[config.mk]
export PLATFORM = sky130hd
export DESIGN_NAME = swm_ring
export DESIGN_NICKNAME = d
export VERILOG_FILES = /design/src/design/swm_pkg.sv /design/src/design/swm_ring.sv
export SDC_FILE = /design/constraint.sdc
export NUM_CORES = 1
export LEC_CHECK = 0
export ABC_CLOCK_PERIOD_IN_PS = 3300
export BUFFER_PORTS_ARGS = -buffer_cell sky130_fd_sc_hd__buf_2
export CAP_MARGIN = 20
export CORE_MARGIN = 2
export CORE_UTILIZATION = 50
export CTS_CLUSTER_SIZE = 30
export DETAILED_ROUTE_END_ITERATION = 16
export PLACE_DENSITY = 0.65
export SETUP_SLACK_MARGIN = 0.5
export SLEW_MARGIN = 15
export SYNTH_ARGS = -nofsm -noshare
export SYNTH_HDL_FRONTEND = slang
export SYNTH_SLANG_ARGS = --single-unit
export TNS_END_PERCENT = 50
[constraint.sdc]
create_clock -name clk_i -period 3.3 [get_ports clk_i]
set_input_delay 0.33 -clock clk_i [delete_from_list [all_inputs] [get_ports clk_i]]
set_output_delay 0.33 -clock clk_i [all_outputs]
set_load 0.03 [all_outputs]
[src/design/swm_pkg.sv]
// ----------------------------------------------------------------------------
// Sliding window median package
// Shared sizes, the cell slot type and window length helpers.
// ----------------------------------------------------------------------------
`timescale 1ns / 1ps

package swm_pkg;

  localparam int WINDOW      = 64;
  localparam int SAMPLE_BITS = 16;
  localparam int CFG_W       = 7;
  localparam int OUT_W       = SAMPLE_BITS + 1;
  localparam int LEN_W       = $clog2(WINDOW + 1);
  localparam int PTR_W       = (WINDOW > 1) ? $clog2(WINDOW) : 1;
  localparam int CMP_W       = (CFG_W > LEN_W) ? CFG_W : LEN_W;

  // One position of the sorted window.
  typedef struct packed {
    logic                   vld;
    logic [SAMPLE_BITS-1:0] val;
  } slot_t;

  // Length zero acts as one; lengths beyond the storage saturate.
  function automatic logic [LEN_W-1:0] eff_len(input logic [CFG_W-1:0] raw);
    logic [CMP_W-1:0] ext;
    logic [LEN_W-1:0] res;
    ext = CMP_W'(raw);
    if (ext == '0) begin
      res = LEN_W'(1);
    end else if (ext > CMP_W'(WINDOW)) begin
      res = LEN_W'(WINDOW);
    end else begin
      res = LEN_W'(ext);
    end
    return res;
  endfunction

  // One-hot mask that marks the cell holding sorted rank idx.
  function automatic logic [WINDOW-1:0] rank_sel(input logic [LEN_W-1:0] idx);
    logic [WINDOW-1:0] sel;
    for (int i = 0; i < WINDOW; i++) begin
      sel[i] = (LEN_W'(i) == idx);
    end
    return sel;
  endfunction

endpackage

[src/design/swm_ring.sv]
// ----------------------------------------------------------------------------
// Sample history ring
// Arrival-order store of the window. The oldest sample of the window is
// read ahead into a register so that it is ready for the next beat.
// ----------------------------------------------------------------------------
`timescale 1ns / 1ps

module swm_ring (
  input  logic                            clk_i,
  input  logic                            rst_ni,
  input  logic                            push_i,
  input  logic                            restart_i,
  input  logic [swm_pkg::SAMPLE_BITS-1:0] sample_i,
  input  logic [swm_pkg::LEN_W-1:0]       len_d_i,
  output logic [swm_pkg::SAMPLE_BITS-1:0] oldest_o
);

  logic [swm_pkg::SAMPLE_BITS-1:0] mem [swm_pkg::WINDOW];
  logic [swm_pkg::PTR_W-1:0]       wr_pos_q, wr_pos_d;
  logic [swm_pkg::PTR_W-1:0]       rd_addr;
  logic [swm_pkg::LEN_W:0]         pos_ext;
  logic [swm_pkg::LEN_W:0]         len_ext;
  logic [swm_pkg::LEN_W:0]         diff;
  logic [swm_pkg::SAMPLE_BITS-1:0] oldest_q;

  always_comb begin
    wr_pos_d = wr_pos_q;
    if (restart_i) begin
      wr_pos_d = '0;
    end else if (push_i) begin
      if (wr_pos_q == swm_pkg::PTR_W'(swm_pkg::WINDOW - 1)) begin
        wr_pos_d = '0;
      end else begin
        wr_pos_d = wr_pos_q + swm_pkg::PTR_W'(1);
      end
    end
  end

  // Address of the sample that leaves the window on the next beat.
  always_comb begin
    pos_ext = (swm_pkg::LEN_W + 1)'(wr_pos_d);
    len_ext = (swm_pkg::LEN_W + 1)'(len_d_i);
    if (pos_ext >= len_ext) begin
      diff = pos_ext - len_ext;
    end else begin
      diff = pos_ext + (swm_pkg::LEN_W + 1)'(swm_pkg::WINDOW) - len_ext;
    end
    rd_addr = diff[swm_pkg::PTR_W-1:0];
  end

  always_ff @(posedge clk_i or negedge rst_ni) begin
    if (!rst_ni) begin
      wr_pos_q <= '0;
    end else begin
      wr_pos_q <= wr_pos_d;
    end
  end

  // A sample written this beat that is also the next oldest is forwarded.
  always_ff @(posedge clk_i) begin
    if (push_i) begin
      mem[wr_pos_q] <= sample_i;
    end
    if (push_i && (wr_pos_q == rd_addr)) begin
      oldest_q <= sample_i;
    end else begin
      oldest_q <= mem[rd_addr];
    end
  end

  assign oldest_o = oldest_q;

endmodule

* Yosys cells after proc, flatten, opt, wreduce, memory -nomap -nowiden
Memories as Yosys holds them, arrays and structs flattened. A register that Yosys moved wholly into a read port is not among the register bits. Cells that the tools add are included.
Operators by class: $add $sub $neg 4, order comparisons 1, equal/unequal tests 1, multiplexer cells 6
Operators by type and width (count):
- two-way mux 6 bit | 4
- adder 6 x 1 -> 6 bit, second input constant | 2
- subtractor 6 bit | 2
- greater-or-equal comparator 6 x 7 -> 1 bit | 1
- equality test 6 bit, second input constant | 1
- two-way mux 1 bit | 2
Storage, ports and cells: register bits after elaboration 6, memory bits (writable) 1024, bits of input ports 27, memories 1
Memories:
- mem | depth 64, bits a word 16, read ports 1, clocked after memory_dff 1, write ports 1, RTL line swm_ring.sv:18 | logic [swm_pkg::SAMPLE_BITS-1:0] mem [swm_pkg::WINDOW];

* Longest topological paths before layout
depth in word-level cells 7, depth in mapped cells 13, mapped depth without buffers 11

* Least setup slack after synthesis
Ideal clock, no wire load.
path kind flip-flop to flip-flop, start reg wr_pos_q[3] (netlist bit), end reg with a tool-made name, arrival 3.229 ns, data required time 3.228 ns, slack -0.002 ns, stages on the path, launching flop included 14, path through dfrtp_1 clkbuf_1 nand2_1 or2_2 clkbuf_1 nor2_1 nor2_1 nor2_1 ha_1 a21oi_1 o22ai_1 mux2_2 o41ai_1 xnor2_1
RTL lines:
- from (decl) | RTL line swm_ring.sv:19 | logic [swm_pkg::PTR_W-1:0] wr_pos_q, wr_pos_d;
- from (signal assigned) | RTL line swm_ring.sv:55 | wr_pos_q <= wr_pos_d;

==> flow_summary.toml <==
[run_status]
status = "finished with violations"
violations = "negative setup slack"

[power_and_ir_drop]
p_total_uw = 30500
peakVddDrop_mv = 0.526
power.density_mw_per_mm2 = 647
leakagePower_uw = 0.0151

[detailed_routing]
drt_iter0_drc = 2353
ant_nets = 0
drt-total-wl_um = 93300
firstDrtPassIters = 5
vias = 19067
drc = 0
wire_per_inst_um = 30.2
viasPerCell = 6.17

[cts]
cts_tree = "yes"
clock_latency_ns = 0.66
clockRootBuffer = "clkbuf_16"
cts_buffer_depth = 3
cts_max_level = 3
cts_made_buffers = 103
clkSinkCount = 1036
clkTransAtPathRegs_ns = 0.06

[logic_synthesis]
synth_fp_nets = 1742
netlist.top_cell.by_area = "edfxtp_1"
yosys.area.top_type_share = 0.771
syn_area_mm2 = 0.0399
seq_area_frac_synth = 0.777
avgSynthCellArea_um2 = 23.4
ys_seq_elements = 1036
synth_cell_types = 39
ys_warn_count = 0
synth_area_leaders = "edfxtp_1 77%, mux4_2 17%, nor2_1 0.85%"
synthCells = 1706

[worst_setup_path]
critPathArrivalTime_ns = 3.17
worstSetupEndpointType = "primary output"
crit_top_cell = "mux4_2"
critPathMaxStageDelay_ns = 0.51
cp-start-kind = "register"
path_class = "register to primary output"
cp_cell_sequence = "buf_12, buf_16, mux4_2, mux4_2, a22oi_2, buf_6, o211ai_1, buf_4"
slowest_stage = "mux4_2"
rr_startpoint = "wr_pos_q[0]$_DFF_PN0_"
rr_worst_depth = 11
critPathMaxFanout = 9
cp.required_ns = 2.97
reg2reg_slack_ns = 0.50

[timing]
hold_viol = 0
finalSetupViolations = 16
tightestPinTransition_ns = 0.998
fin_ws_ns = -0.201
period_needed_ns = 3.50
fmax_mhz = 286
finClkSkew_ns = 0.0281
slew_headroom = 0.335
rsz0062_at_grt = "yes"
slew_viol_final = 0
post-route-period-util = 1.06
fin_setup_tns_ns = -2.31

[finish]
layout_commonest_cell = "edfxtp_1"
final_cell_mix = "1024 x edfxtp_1, 301 x mux4_2, 150 x buf_4"
drive_gt1_frac = 0.379
syn2layout_area_growth_pct = 18.1
final_nets = 1997
stdcell_count = 3090

[placed_design]
dp_cells = 2842
post-dp-hpwl_um = 51100
io_buffers = 42
gp_congestion = 0.863

[hold_path]
min_path_type = "input pin to async pin"

[job]
maxCapViolations = 0

[floorplanning]
io_pins = 43
die_x_um = 287
die-area_mm2 = 0.0821
die_y_um = 287
core_mm2 = 0.0790
start_util = 0.505
rows = 103

[global_routing]
grt_usage = 0.230
overflow = 0
grt_pass1_vias = 19316
grt_pass1_wl_um = 134000
grt_max_degree = 65
grt_antenna_before_repair = 1
## through the flow
stage               worst slack [ns]  instance area [µm²]  utilization  hold slack, ns
CTS                           -0.204                46600        0.590          0.0147
finish                        -0.201                47100        0.597          0.0720
floorplan                      0.516                39900            -          0.0344
global route                  -0.242                47100        0.597          0.0556
detailed placement             0.318                42300        0.535           0.164
global placement               0.344                42300        0.535           0.155
## metal layers
metal | wire [µm] | GRT usage | up-vias
met3 | 7420 | 0.0376 | 134
met2 | 45600 | 0.366 | 798
met4 | 2280 | 0.0615 | 0
met5 | 0 | 0 | -
met1 | 38000 | 0.336 | 10348
li1 | - | - | 7787
## cell families after synthesis
kind of cell             synth area share
AO/OA/AOI/OAI                      0.0122
XOR/XNOR                          0.00176
adder cells (fa/ha/maj)           0.00301
buffers and inverters              0.0125
flip-flops                          0.777
multiplexers                        0.176
AND/OR/NAND/NOR                    0.0169
## worst max-delay path by stage
stage | start | to | slack (ns) | depth (start not counted)
final | register | oldest_o[9] | -0.20 | 8
after floorplan | wr_pos_q[3]$_DFF_PN0_ | register | 0.52 | 13
after CTS | register | oldest_o[15] | -0.20 | 8
after detailed placement | register | oldest_o[4] | 0.32 | 10
after global routing | register | oldest_o[2] | -0.24 | 9
after global placement | register | oldest_o[0] | 0.34 | 7
## power breakdown
| part | leakage, µW | total, µW | switching (µW) | internal, µW |
|---|---|---|---|---|
| clock | 0.00160 | 11400 | 4740 | 6710 |
| combinational | 0.00413 | 4480 | 2240 | 2240 |
| sequential | 0.00934 | 14600 | 72.8 | 14500 |
## worst max-delay path: cells and delay by family (launching register included)
| kind | cells | cell delay [ns] |
|---|---|---|
| buffers and inverters | 4 | 0.74 |
| muxes | 2 | 1.01 |
| AOI/OAI and AO/OA | 2 | 0.35 |
| DFF | 1 | 0.39 |
## area by class of cell
| cell class | count | area (µm²) |
|---|---|---|
| Tap cell | 1050 | 1310 |
| Inverter | 10 | 37.5 |
| Sequential cell | 1036 | 31000 |
| Fill cell | 5460 | 31900 |
| Timing Repair Buffer | 241 | 2700 |
| Multi-Input combinational cell | 569 | 8760 |
| Clock inverter | 52 | 518 |
| Clock buffer | 131 | 2790 |
| Antenna cell | 1 | 2.50 |
## what timing repair did
action / 4_1_cts / 5_1_grt
hold buffers: 3 / 0
gates resized for setup: 80 / 51
setup endpoints to repair: 17 / 18
cloned: 15 / 4
pin swaps: 15 / 17
setup buffers: 20 / 20
hold endpoints to repair: 9 / 0
## registers in the layout, summed over array words and instances (netlist names), named ones only
name      count
mem        1024
wr_pos_q      6
## Yosys cell counts
library cell	count
nor2b_1	20
buf_1	8
nor3_1	1
nand3_1	6
xor2_1	4
buf_6	6
nand4_1	2
o21bai_1	1
buf_2	28
or3b_2	2
a21o_1	3
nand4b_1	1
o211ai_1	4
or2_2	4
nor2_1	90
or3_1	1
inv_1	10
clkbuf_1	38
o21ai_0	3
edfxtp_1	1024
nand3b_1	2
o22ai_1	25
a21oi_1	18
dfrtp_1	6
dfxtp_1	6
xnor2_1	4
fa_1	1
o21a_1	1
ha_1	8
mux4_2	301
nand2_1	16
a22oi_1	4
mux2_2	5
mux2i_1	20
buf_4	11
a211oi_1	15
o41ai_1	1
nand2b_1	5
a31oi_1	1
(Power assumes the default switching activity.)
