**src/design/swm_pkg.sv**
```systemverilog
// ----------------------------------------------------------------------------
// Sliding window median package
// Shared sizes, the cell slot type and window length helpers.
// ----------------------------------------------------------------------------
`timescale 1ns / 1ps

package swm_pkg;

  localparam int WINDOW      = 64;
  localparam int SAMPLE_BITS = 16;
  localparam int CFG_W       = 7;
  localparam int OUT_W       = SAMPLE_BITS + 1;
  localparam int LEN_W       = $clog2(WINDOW + 1);
  localparam int PTR_W       = (WINDOW > 1) ? $clog2(WINDOW) : 1;
  localparam int CMP_W       = (CFG_W > LEN_W) ? CFG_W : LEN_W;

  // One position of the sorted window.
  typedef struct packed {
    logic                   vld;
    logic [SAMPLE_BITS-1:0] val;
  } slot_t;

  // Length zero acts as one; lengths beyond the storage saturate.
  function automatic logic [LEN_W-1:0] eff_len(input logic [CFG_W-1:0] raw);
    logic [CMP_W-1:0] ext;
    logic [LEN_W-1:0] res;
    ext = CMP_W'(raw);
    if (ext == '0) begin
      res = LEN_W'(1);
    end else if (ext > CMP_W'(WINDOW)) begin
      res = LEN_W'(WINDOW);
    end else begin
      res = LEN_W'(ext);
    end
    return res;
  endfunction

  // One-hot mask that marks the cell holding sorted rank idx.
  function automatic logic [WINDOW-1:0] rank_sel(input logic [LEN_W-1:0] idx);
    logic [WINDOW-1:0] sel;
    for (int i = 0; i < WINDOW; i++) begin
      sel[i] = (LEN_W'(i) == idx);
    end
    return sel;
  endfunction

endpackage

```
**src/design/swm_cell.sv**
```systemverilog
// ----------------------------------------------------------------------------
// Sorted window cell
// One position of the sorted window. Removal and insertion are resolved
// from the neighbor values, so the whole row updates together on each sample.
// ----------------------------------------------------------------------------
`timescale 1ns / 1ps

module swm_cell (
  input  logic                            clk_i,
  input  logic                            rst_ni,
  input  logic                            step_i,
  input  logic                            remove_i,
  input  logic                            clear_i,
  input  logic [swm_pkg::SAMPLE_BITS-1:0] rm_val_i,
  input  logic [swm_pkg::SAMPLE_BITS-1:0] ins_val_i,
  input  swm_pkg::slot_t                  right_i,
  input  swm_pkg::slot_t                  left_post_i,
  output swm_pkg::slot_t                  slot_o,
  output swm_pkg::slot_t                  post_o
);

  logic                            vld_q, vld_d;
  logic [swm_pkg::SAMPLE_BITS-1:0] val_q, val_d;
  swm_pkg::slot_t                  cur;
  swm_pkg::slot_t                  post;
  logic                            keep;

  assign cur.vld = vld_q;
  assign cur.val = val_q;

  // Cells below the removed value stay; from there on, each takes its right neighbor.
  assign keep = cur.vld && (cur.val < rm_val_i);

  always_comb begin
    if (!remove_i || keep) begin
      post = cur;
    end else begin
      post = right_i;
    end
  end

  // Insertion: keep a value not above the sample, take the left value if it
  // is above the sample, otherwise this is where the sample lands.
  always_comb begin
    if (post.vld && (post.val <= ins_val_i)) begin
      vld_d = 1'b1;
      val_d = post.val;
    end else if (left_post_i.vld && (left_post_i.val > ins_val_i)) begin
      vld_d = 1'b1;
      val_d = left_post_i.val;
    end else if (left_post_i.vld) begin
      vld_d = 1'b1;
      val_d = ins_val_i;
    end else begin
      vld_d = 1'b0;
      val_d = post.val;
    end
  end

  always_ff @(posedge clk_i or negedge rst_ni) begin
    if (!rst_ni) begin
      vld_q <= 1'b0;
    end else if (clear_i) begin
      vld_q <= 1'b0;
    end else if (step_i) begin
      vld_q <= vld_d;
    end
  end

  always_ff @(posedge clk_i) begin
    if (step_i) begin
      val_q <= val_d;
    end
  end

  assign slot_o = cur;
  assign post_o = post;

endmodule

```
**config.mk**
```make
export PLATFORM = sky130hd
export DESIGN_NAME = swm_cell
export DESIGN_NICKNAME = d
export VERILOG_FILES = /design/src/design/swm_pkg.sv /design/src/design/swm_cell.sv
export SDC_FILE = /design/constraint.sdc
export NUM_CORES = 1
export LEC_CHECK = 0
export BUFFER_PORTS_ARGS = -buffer_cell sky130_fd_sc_hd__buf_2
export CORE_AREA = 2 2 77 79
export CTS_BUF_LIST = sky130_fd_sc_hd__clkbuf_4
export CTS_CLUSTER_DIAMETER = 60
export DETAILED_ROUTE_END_ITERATION = 12
export DIE_AREA = 0 0 79 81
export PLACE_DENSITY = 0.83
export SYNTH_ARGS = -nofsm -noshare
export SYNTH_HDL_FRONTEND = slang
export SYNTH_SLANG_ARGS = --single-unit
```
**constraint.sdc**
```tcl
create_clock -name clk_i -period 3.9 [get_ports clk_i]
set_clock_uncertainty 0.2 [all_clocks]
set_input_delay 0.39 -clock clk_i [delete_from_list [all_inputs] [get_ports clk_i]]
set_output_delay 0.39 -clock clk_i [all_outputs]
set_load 0.01 [all_outputs]
```
# After elaboration in Yosys (flattened, before gate mapping)
# Cells that the tools add are included.
# word_totals
regBits	17
in_bits	71
output_inout_bits	34
# op_classes
n_lt_le_gt_ge	3
muxes	9
reduce_logical	6
# ops
cell	count
16-bit 2-to-1 mux	3
17-bit 2-to-1 mux	1
16-bit greater-than comparator	1
16-bit less-or-equal comparator	1
16-bit less-than comparator	1
1-bit 2-to-1 mux	5
1-bit logical AND	3
2-bit nonzero test	1
1-bit zero test	1
1-bit logical OR	1

# Depth between registers and ports, before layout
# Gate-level depths: netlist of the first run.
# depth
depth_word	9
mapped_depth	18

# Least setup slack after synthesis of the first run
# Ideal clock, no wire load.
# synth_path
kind	flip-flop to flip-flop
start	reg val_q[13] in the netlist's numbering
end	reg vld_q
arrival_time_ns	3.934
required_time_ns	3.601
path_slack_ns	-0.334
stages_incl_launch_ff	18
synth_period_minus_slack_ns	4.234
path_cell_list	edfxtp_1 > ha_1 > a21o_1 > a2111oi_4 > o22ai_1 > a31o_2 > buf_6 > buf_12 > mux2_4 > ha_1 > a21oi_1 > nand2_1 > a221o_1 > nor3_2 > nor2_1 > or2_1 > buf_2 > a311oi_1
# synth_lines
element	line_no	source
from (decl)	swm_cell.sv:23	logic [swm_pkg::SAMPLE_BITS-1:0] val_q, val_d;
from (signal assigned)	swm_cell.sv:72	val_q <= val_d;
to (signal assigned)	swm_cell.sv:66	vld_q <= vld_d;
to (decl)	swm_cell.sv:22	logic vld_q, vld_d;

# Worst setup path in the final report of the first run
# layout_path
start	reg val_q[13] in the netlist's numbering
end	reg val_q[0] in the netlist's numbering, data pin
# layout_via
elab_chain_len	7
word_cells_on_any_way	9
# layout_rtl
element	line_no	source
16-bit less-than comparator	swm_cell.sv:32	assign keep = cur.vld && (cur.val < rm_val_i);
1-bit logical AND	swm_cell.sv:32	
1-bit logical OR	swm_cell.sv:35	if (!remove_i || keep) begin
17-bit 2-to-1 mux *	swm_cell.sv:35	
16-bit less-or-equal comparator / 16-bit 2-to-1 mux (equally long branches)	swm_cell.sv:45, swm_cell.sv:51	
1-bit logical AND / 16-bit 2-to-1 mux (equally long branches)	swm_cell.sv:45, swm_cell.sv:48	
16-bit 2-to-1 mux *	swm_cell.sv:45	if (post.vld && (post.val <= ins_val_i)) begin
via val_d, one bit	swm_cell.sv:23	
# Mark *: on every way through the listed nets, which the timed path passes. The rest lies on a longest branch.
# A chain may end at the register's enable or synchronous reset.

==> results.cfg, run 1 <==
[setup_path]
worst-setup-path-type = reg2reg
ff2ff_path_depth = 14
worst-endpoint-required_ns = 3.74
cp_max_fo = 8
path_cells = ha_4, a21o_1, a2111oi_4, o22ai_2, a31o_4, buf_8, mux2_4, ha_4, nand4_1, nor4_1, nand2b_1, a2bb2oi_4, o21a_4, a22oi_2
cp_common_cell = ha_4
max_stage_delay_ns = 0.46
endpoint_kind = flop
cpMaxStageDelayCell = edfxtp_1
crit_cells = 14
cp_num_buf_inv = 1
cp_top_family = compound AO/OA/AOI/OAI gates
worstSetupStartpointType = flop
arrival_ns = 3.93

[synth]
synthXorXnorAreaFrac_pct = 0
yosys-top-cells-area = ha_1 24%, edfxtp_1 20%, mux2i_1 7.0%
syn_avg_cell_area_um2 = 9.703
synth.most_common_cell = ha_1
ys_seq_area_share_pct = 20.92
synthMuxAreaShare_pct = 15.69
synth-async-reset-ratio_pct = 5.882
synth_compound_area_share_pct = 21.13
synth_top_cell_area_share_pct = 24.34
ys_seq_elements = 17
synth_edf_count = 16
synth_fp_nets = 367
synth_warnings = 0
yosysTopAreaCell = ha_1
synthTopCellsByCount = 47 x ha_1, 34 x inv_1, 17 x mux2i_1
synth_ff_type = edfxtp_1
synth_top_family_by_area = adder cells
synth-simple-area-share_pct = 10.20
synthAdderAreaFrac_pct = 24.34
ys_types = 47
syn-cell-area_um2 = 2416
syn_inst = 249

[sta]
fmax_ghz = 0.2440
final.setup.worst_slack_ns = -0.1982
period_needed_ns = 4.098
hold_viol_final = 0
slew_viol_final = 0
rsz0062_at_grt = true
slew_headroom_pct = 53.35
worst_pin_slew_ns = 0.6997
setup_tns_ns = -2.625
setup_viol = 17
worst_hold_slack_ns = 0.06366
fin_crit_sh_pct = 105.1

[clock_tree]
clk_latency_ns = 0.29
cts-root-buf = clkbuf_4
htreeDepth = 1
cts_buffer_depth = 2
clock-sinks = 17
cts.clk_slew.worst_paths_ns = 0.09
numCtsBuffers = 3
cts_tree = done

[drt]
first_pass_iters = 4
routed_wl_um = 7542
viasPerCell = 5.315
drtAntennaViolNets = 0
via_count = 2530
drt_iter0_drc = 213
route.detailed.drc = 0
wire_per_inst_um = 15.84

[global_routing]
overflow = 0
grt_pass1_vias = 2485
grt_max_degree = 19
grt_antenna_before_repair = 0
grt.total_usage_pct = 22.71
grt_pass1_wl_um = 11520

[floorplanning]
dieArea_um2 = 6399
io_pins = 105
die_x_um = 79
fp.dieH_um = 81
start_util_pct = 42.57
rows = 28
coreArea_um2 = 5675

[hold_path]
worstHoldPathType = in2reg
hold_depth = 2

[final_layout]
final_nets = 520
drive_above_1_share_pct = 51.37
regArea_um2 = 505.5
antenna_cells = 0
fill_cells = 462
multi_input_area_um2 = 1977
syn_to_final_growth_pct = 50.65
fin_cells = 476

[power]
p_per_area_nw_per_um2 = 297.5
leakage_nw = 1.819
power_mw = 1.083
worst_ir_drop_vdd_uv = 139.7

[outcome]
violations = setup timing
status = finished, violations left

[place]
port_buffers = 104
place_hpwl_um = 5966
dp.cells = 464
place.gp.congestion = 0.9215

[flow_run]
timing.max_cap.violations = 0
[kinds of logic (layout without fill, tap and decap cells)]
group	after synthesis	after routing
buffers and inverters	41	192
AOI/OAI and AO/OA	61	61
DFF	17	17
muxes	33	33
and+or+nand+nor	50	51
adders and majority gates	47	47
[layout make-up]
cell class	instances	area share (%)
timing repair buffer	153	24.79
inverter	35	3.609
multi-input combinational	192	54.31
sequential	17	13.89
tap	75	2.578
clock buffer	4	0.8250
[layout by cell type, fill, tap and decap left out, drive strengths merged, types with 2 or more instances in the layout]
cell type	n
clkbuf	4
o21a	2
o211ai	4
nor2b	2
mux2i	18
nor3	2
a2111oi	2
mux2	15
edfxtp	16
o2bb2ai	7
buf	152
nand4	6
o21ai	5
nand2b	4
inv	34
nand2	14
nor2	13
a221o	2
nand3	5
a21o	7
a21oi	14
a2bb2oi	9
or2	2
ha	47
[path summary, 6_finish.rpt]
| check | from | endpoint | slack, ns |
|---|---|---|---|
| min in group asynchronous | rst_ni | vld_q | 0.23 |
| worst min-delay path | clear_i | vld_q | 0.06 |
| max in group asynchronous | rst_ni | vld_q | 3.18 |
| worst min register to register | vld_q | vld_q | 0.46 |
| worst max-delay path | val_q[13] | val_q[0] | -0.20 |
| worst max register to register | val_q[13] | val_q[0] | -0.20 |
[state kept, by name, indices dropped and copies added (netlist names)]
name and flops:
val_q 16, vld_q 1
[metrics by stage]
step                      cell area, um^2  worst slack (ns)  util, %
after global routing                 3640           -0.3513    64.13
after floorplan                      2465           -0.1389        -
after CTS                            3576           -0.1203    63.01
after global placement               3333           -0.2822    58.73
final                                3640           -0.1982    64.13
after detailed placement             3333           -0.3628    58.73
[per-layer routing]
metal  part of all wire (%)  GRT usage (%)  wire length [um]  vias to the layer above
met5                      0              0                 0                        -
met4                    1.1          5.345                85                        0
met3                    6.1          1.222               459                        6
met2                     50          40.51              3760                      103
met1                     43          30.31              3237                     1182
li1                       -              -                 -                     1239
[where the power goes]
part,leakage (nW),internal [mW],switching [mW]
clock network,0.0184,0.0468,0.0520
logic,1.63,0.381,0.345
registers,0.169,0.239,0.0189
total,1.82,0.667,0.416
[what timing repair did]
item / CTS / global route
pin swaps: 12 / 7
gates resized for setup: 23 / 10
buffers inserted: 6 / 0
hold endpoints to repair: 1 / 0
hold buffers: 1 / 0
setup endpoints to repair: 17 / 17
gates cloned: 1 / 0
Power figures use the tool's default switching activity.
==> run 2: changes to the inputs <==
--- a/config.mk
+++ b/config.mk
@@ -11,6 +11,7 @@
 export CTS_CLUSTER_DIAMETER = 60
 export DETAILED_ROUTE_END_ITERATION = 12
 export DIE_AREA = 0 0 79 81
+export MAX_ROUTING_LAYER = met4
 export PLACE_DENSITY = 0.83
 export SYNTH_ARGS = -nofsm -noshare
 export SYNTH_HDL_FRONTEND = slang
==> run 2 against run 1 <==
Compared with the run above: the flow still finishes with violations (setup timing); die area stayed put; worst setup slack worse by 0.11 ns; sequential power hardly changed; global-route usage is 1.1 points higher; routed wire length is 2.1% higher; core utilization is 0.51 points lower; sequential share of layout area is 0.11 points higher; non-clock buffer count is 2 higher.
==> results.cfg, run 2 (synthesis results as in run 1) <==
[outcome]
status = finished, violations left
violations = setup timing

[power]
leakage_nw = 1.839
p_per_area_nw_per_um2 = 297.0
worst_ir_drop_vdd_uv = 121.5
power_mw = 1.072

[setup_path]
worst-endpoint-required_ns = 3.80
arrival_ns = 4.12
cp_max_fo = 5
r2r_end = val_q[8]
worst-r2r-setup-slack_ns = -0.31
endpoint_kind = flop
ff2ff_path_depth = 17
worstSetupStartpointType = flop
r2r-start = val_q[13]
worst-setup-path-type = reg2reg

[drt]
viasPerCell = 5.301
wire_per_inst_um = 16.11
drt_iter0_drc = 246
drtAntennaViolNets = 0
via_count = 2534
routed_wl_um = 7700
route.detailed.drc = 0
first_pass_iters = 4

[final_layout]
syn_to_final_growth_pct = 49.46
multi_input_area_um2 = 1924
final_common_cell = buf_2
largest-register = val_q
largest_reg_flops = 16
reg_top3 = val_q: 16 flops, vld_q: 1 flops
final_nets = 522
antenna_cells = 0
regArea_um2 = 505.5
fill_cells = 478
fin_cells = 478
drive_above_1_share_pct = 49.88
post-route-util_pct = 63.62
mostFrequentLayoutCells = 104 x buf_2, 47 x buf_4, 40 x ha_1

[sta]
period_needed_ns = 4.213
slew_viol_final = 0
setup_viol = 17
setup_tns_ns = -3.691
slew_headroom_pct = 52.89
rsz0062_at_grt = true
hold_viol_final = 0
fmax_ghz = 0.2374
final.setup.worst_slack_ns = -0.3127
worst_pin_slew_ns = 0.7066
fin_crit_sh_pct = 108.0

[clock_tree]
numCtsBuffers = 3
cts_tree = done
cts.clk_slew.worst_paths_ns = 0.09
clk_latency_ns = 0.29
cts_buffer_depth = 2
cts-root-buf = clkbuf_4
htreeDepth = 1
clock-sinks = 17

[place]
place.gp.congestion = 0.9333
port_buffers = 104
dp.cells = 463
place_hpwl_um = 6088
place_ws_ns = -0.3688

[global_routing]
overflow = 0
grt.total_usage_pct = 23.77
grt_max_degree = 19
grt_antenna_before_repair = 0
grt_pass1_vias = 2504
grt_pass1_wl_um = 11600

[floorplanning]
rows = 28
coreArea_um2 = 5675
io_pins = 105
die_x_um = 79
fp.dieH_um = 81
start_util_pct = 42.57
dieArea_um2 = 6399

[flow_run]
timing.max_cap.violations = 0

[hold_path]
hold_depth = 2
holdPathEnd = vld_q
hp-start = clear_i
worstHoldPathType = in2reg
run 2: changes by cell type in the layout (fill, tap and decap cells not counted), moves of 2 or more:
cell and delta:
a2bb2oi_1 +2, a2bb2oi_2 -2, ha_1 +4, ha_4 -4
run 2: stage by stage:
| stage | hold slack [ns] | cell area, um^2 |
|---|---|---|
| floorplan | -0.1056 | 2465 |
| global placement | -0.03031 | 3326 |
| detailed placement | -0.03227 | 3326 |
| CTS | 0.04142 | 3521 |
| global route | 0.03691 | 3611 |
| finish | 0.04860 | 3611 |
run 2: cell type report:
| class | count | area share (%) |
|---|---|---|
| Multi-Input combinational cell | 192 | 53.29 |
| Timing Repair Buffer | 155 | 25.64 |
| Sequential cell | 17 | 14.00 |
| Clock buffer | 4 | 0.8316 |
| Tap cell | 75 | 2.599 |
| Inverter | 35 | 3.638 |
run 2: what timing repair did:
action,in CTS,in global routing
buffers inserted,6,3
gates resized for setup,15,7
pin swaps,14,6
gates cloned,1,0
hold buffers,1,0
setup endpoints to repair,17,17
endpoints found under the hold margin,1,0
run 2: metal layers:
layer	track usage (%)	vias to the layer above	part of all wire, %
met2	42.20	98	50
met4	7.241	0	2.3
met3	1.889	18	5.5
met1	28.91	1171	42
met5	-	-	0
li1	-	1247	-
run 2: worst max-delay path by stage:
stage	start	end	slack [ns]	depth (start not counted)
2_1_floorplan	val_q[13]	val_q[0]	-0.14	16
3_3_place_gp	rm_val_i[14]	vld_q	-0.27	16
3_5_place_dp	rm_val_i[13]	val_q[4]	-0.37	16
4_1_cts	val_q[13]	val_q[0]	-0.18	15
5_1_grt	val_q[13]	val_q[8]	-0.40	17
6_report	val_q[13]	val_q[8]	-0.31	17
run 2: where the power goes:
part	switching [mW]	internal [mW]	leakage, nW
clock	0.0524	0.0467	0.0184
combinational	0.346	0.369	1.65
sequential	0.0184	0.239	0.169
run 2: critical path, stage by stage (launching register included):
cell	delay [ns]
edfxtp_1	0.48
ha_4	0.25
a21o_1	0.18
a2111oi_4	0.31
o22ai_2	0.13
a31o_4	0.26
buf_12	0.13
buf_4	0.13
mux2_4	0.33
ha_4	0.27
nand4_1	0.18
buf_4	0.20
a2111oi_4	0.24
nor3_4	0.11
nor2_2	0.15
nor2_1	0.09
buf_4	0.17
o2bb2ai_1	0.22
==> run 3: changes to the inputs <==
--- a/config.mk
+++ b/config.mk
@@ -7,7 +7,7 @@
 export LEC_CHECK = 0
 export BUFFER_PORTS_ARGS = -buffer_cell sky130_fd_sc_hd__buf_2
 export CORE_AREA = 2 2 77 79
-export CTS_BUF_LIST = sky130_fd_sc_hd__clkbuf_4
+export CTS_BUF_LIST = sky130_fd_sc_hd__clkbuf_4 sky130_fd_sc_hd__clkbuf_8
 export CTS_CLUSTER_DIAMETER = 60
 export DETAILED_ROUTE_END_ITERATION = 12
 export DIE_AREA = 0 0 79 81
==> run 3 against run 2 <==
Compared with the run above: final cell count down 0.21%; global-route usage up 0.24 points; the flow still finishes with violations (setup timing); via count up 0.24%; fmax up 1.7%; register-to-register slack better by 0.07 ns; critical endpoint is now val_q[0]; design area up 0.94%; sequential cell count unchanged; core utilization up 0.60 points; sequential power about the same; critical path depth down 1; routed wire length up 1.6%.
==> results.cfg, run 3 (synthesis results as in run 1) <==
[final_layout]
final_nets = 521
multi_input_area_um2 = 1956
post-route-util_pct = 64.22
regArea_um2 = 505.5
fin_cells = 477
largest_reg_flops = 16
stdcell_area_um2 = 3645
fill_cells = 468
antenna_cells = 0
final_common_cell = buf_2
syn_to_final_growth_pct = 50.85
drive_above_1_share_pct = 51.00
mostFrequentLayoutCells = 104 x buf_2, 46 x buf_4, 41 x ha_1
reg_top3 = val_q: 16 flops, vld_q: 1 flops
largest-register = val_q

[global_routing]
grt_max_degree = 19
overflow = 0
grt.total_usage_pct = 24.01
grt_pass1_vias = 2498
grt_antenna_before_repair = 0
grt_pass1_wl_um = 11650

[setup_path]
cp_max_fo = 8
cp_top_family = compound AO/OA/AOI/OAI gates
arrival_ns = 3.94
worst-endpoint-required_ns = 3.70
endpoint_kind = flop
worst-setup-path-type = reg2reg
ff2ff_path_depth = 16
cpMaxStageDelayCell = edfxtp_1
cp_common_cell = ha_4
max_stage_delay_ns = 0.47
cp_num_buf_inv = 2
r2r_end = val_q[0]
worstSetupStartpointType = flop
path_cells = ha_4, a21o_1, a2111oi_4, o22ai_2, a31o_4, buf_6, mux2_4, ha_4, nand4_1, buf_4, nor2_2, a221o_1, nor3_4, a2bb2oi_4, o21a_4, a22oi_2
worst-r2r-setup-slack_ns = -0.24
r2r-start = val_q[13]

[clock_tree]
cts_tree = done
htreeDepth = 1
cts_buffer_depth = 2
cts.clk_slew.worst_paths_ns = 0.06
cts-root-buf = clkbuf_8
clk_latency_ns = 0.25
numCtsBuffers = 3
clock-sinks = 17

[floorplanning]
fp.dieH_um = 81
die_x_um = 79
coreArea_um2 = 5675
start_util_pct = 42.57
dieArea_um2 = 6399
rows = 28
io_pins = 105

[drt]
routed_wl_um = 7822
drtAntennaViolNets = 0
viasPerCell = 5.325
wire_per_inst_um = 16.40
first_pass_iters = 4
via_count = 2540
route.detailed.drc = 0
drt_iter0_drc = 165

[hold_path]
worstHoldPathType = in2reg
hold_depth = 2
holdPathEnd = vld_q
hp-start = clear_i

[place]
place.gp.congestion = 0.9333
place_ws_ns = -0.3688
place_hpwl_um = 6088
port_buffers = 104
dp.cells = 463
placed_area_um2 = 3326

[power]
leakage_nw = 1.845
p_per_area_nw_per_um2 = 307.9
worst_ir_drop_vdd_uv = 120.9

[sta]
fmax_ghz = 0.2413
period_needed_ns = 4.144
rsz0062_at_grt = true
worst_pin_slew_ns = 0.7055
final.setup.worst_slack_ns = -0.2441
worst_hold_slack_ns = 0.08709
slew_viol_final = 0
hold_viol_final = 0
slew_headroom_pct = 52.96
fin_crit_sh_pct = 106.3
setup_viol = 17

[outcome]
violations = setup timing
status = finished, violations left

[flow_run]
timing.max_cap.violations = 0
## run 3: changes by cell type in the layout (fill, tap and decap cells not counted), moves of 2 or more
cell       previous run  this run
o2bb2ai_1             7         4
clkbuf_4              4         1
clkbuf_8              0         3
o2bb2ai_2             0         2
## run 3: what timing repair did
item / in CTS / in global routing
buffers inserted: 6 / 2
hold buffers: 1 / 0
setup endpoints to repair: 17 / 17
hold endpoints to repair: 1 / 0
gates cloned: 1 / 0
pin swaps: 14 / 7
resized for setup: 15 / 13
## run 3: where the power goes
part           switching, mW  leakage, nW  total [mW]  internal (mW)
Clock                 0.0600       0.0262       0.140         0.0796
Combinational          0.354         1.65       0.725          0.371
Sequential            0.0181        0.169       0.258          0.240
Total                  0.432         1.85        1.12          0.690
## run 3: final cells by class
class	count	share of cell area [%]
multi-input cells	192	53.66
repair buffers	154	24.96
flip-flops and latches	17	13.87
inverters	35	3.605
well taps	75	2.575
clock buffers	4	1.339
## run 3: metal layers
metal  track usage (%)  share of wire [%]  up-vias
li1                  -                  -     1242
met4             7.414                1.1        0
met3             1.778                6.0        8
met5                 -                  0        -
met1             29.46                 43     1172
met2             42.37                 50      118
## run 3: how the worst max path moves through the flow
stage | from | endpoint | slack, ns | cells past startpoint
2_1_floorplan | val_q[13] | val_q[0] | -0.14 | 16
3_3_place_gp | rm_val_i[14] | vld_q | -0.27 | 16
3_5_place_dp | rm_val_i[13] | val_q[4] | -0.37 | 16
4_1_cts | val_q[13] | val_q[0] | -0.18 | 15
5_1_grt | val_q[13] | val_q[0] | -0.36 | 16
6_report | val_q[13] | val_q[0] | -0.24 | 16
## run 3: stage by stage
step	power, mW	setup TNS (ns)
after floorplan	0.6259	-1.827
after global placement	0.8685	-3.956
after detailed placement	0.8888	-5.419
after CTS	1.068	-2.433
after global routing	1.190	-5.698
final	1.122	-3.677
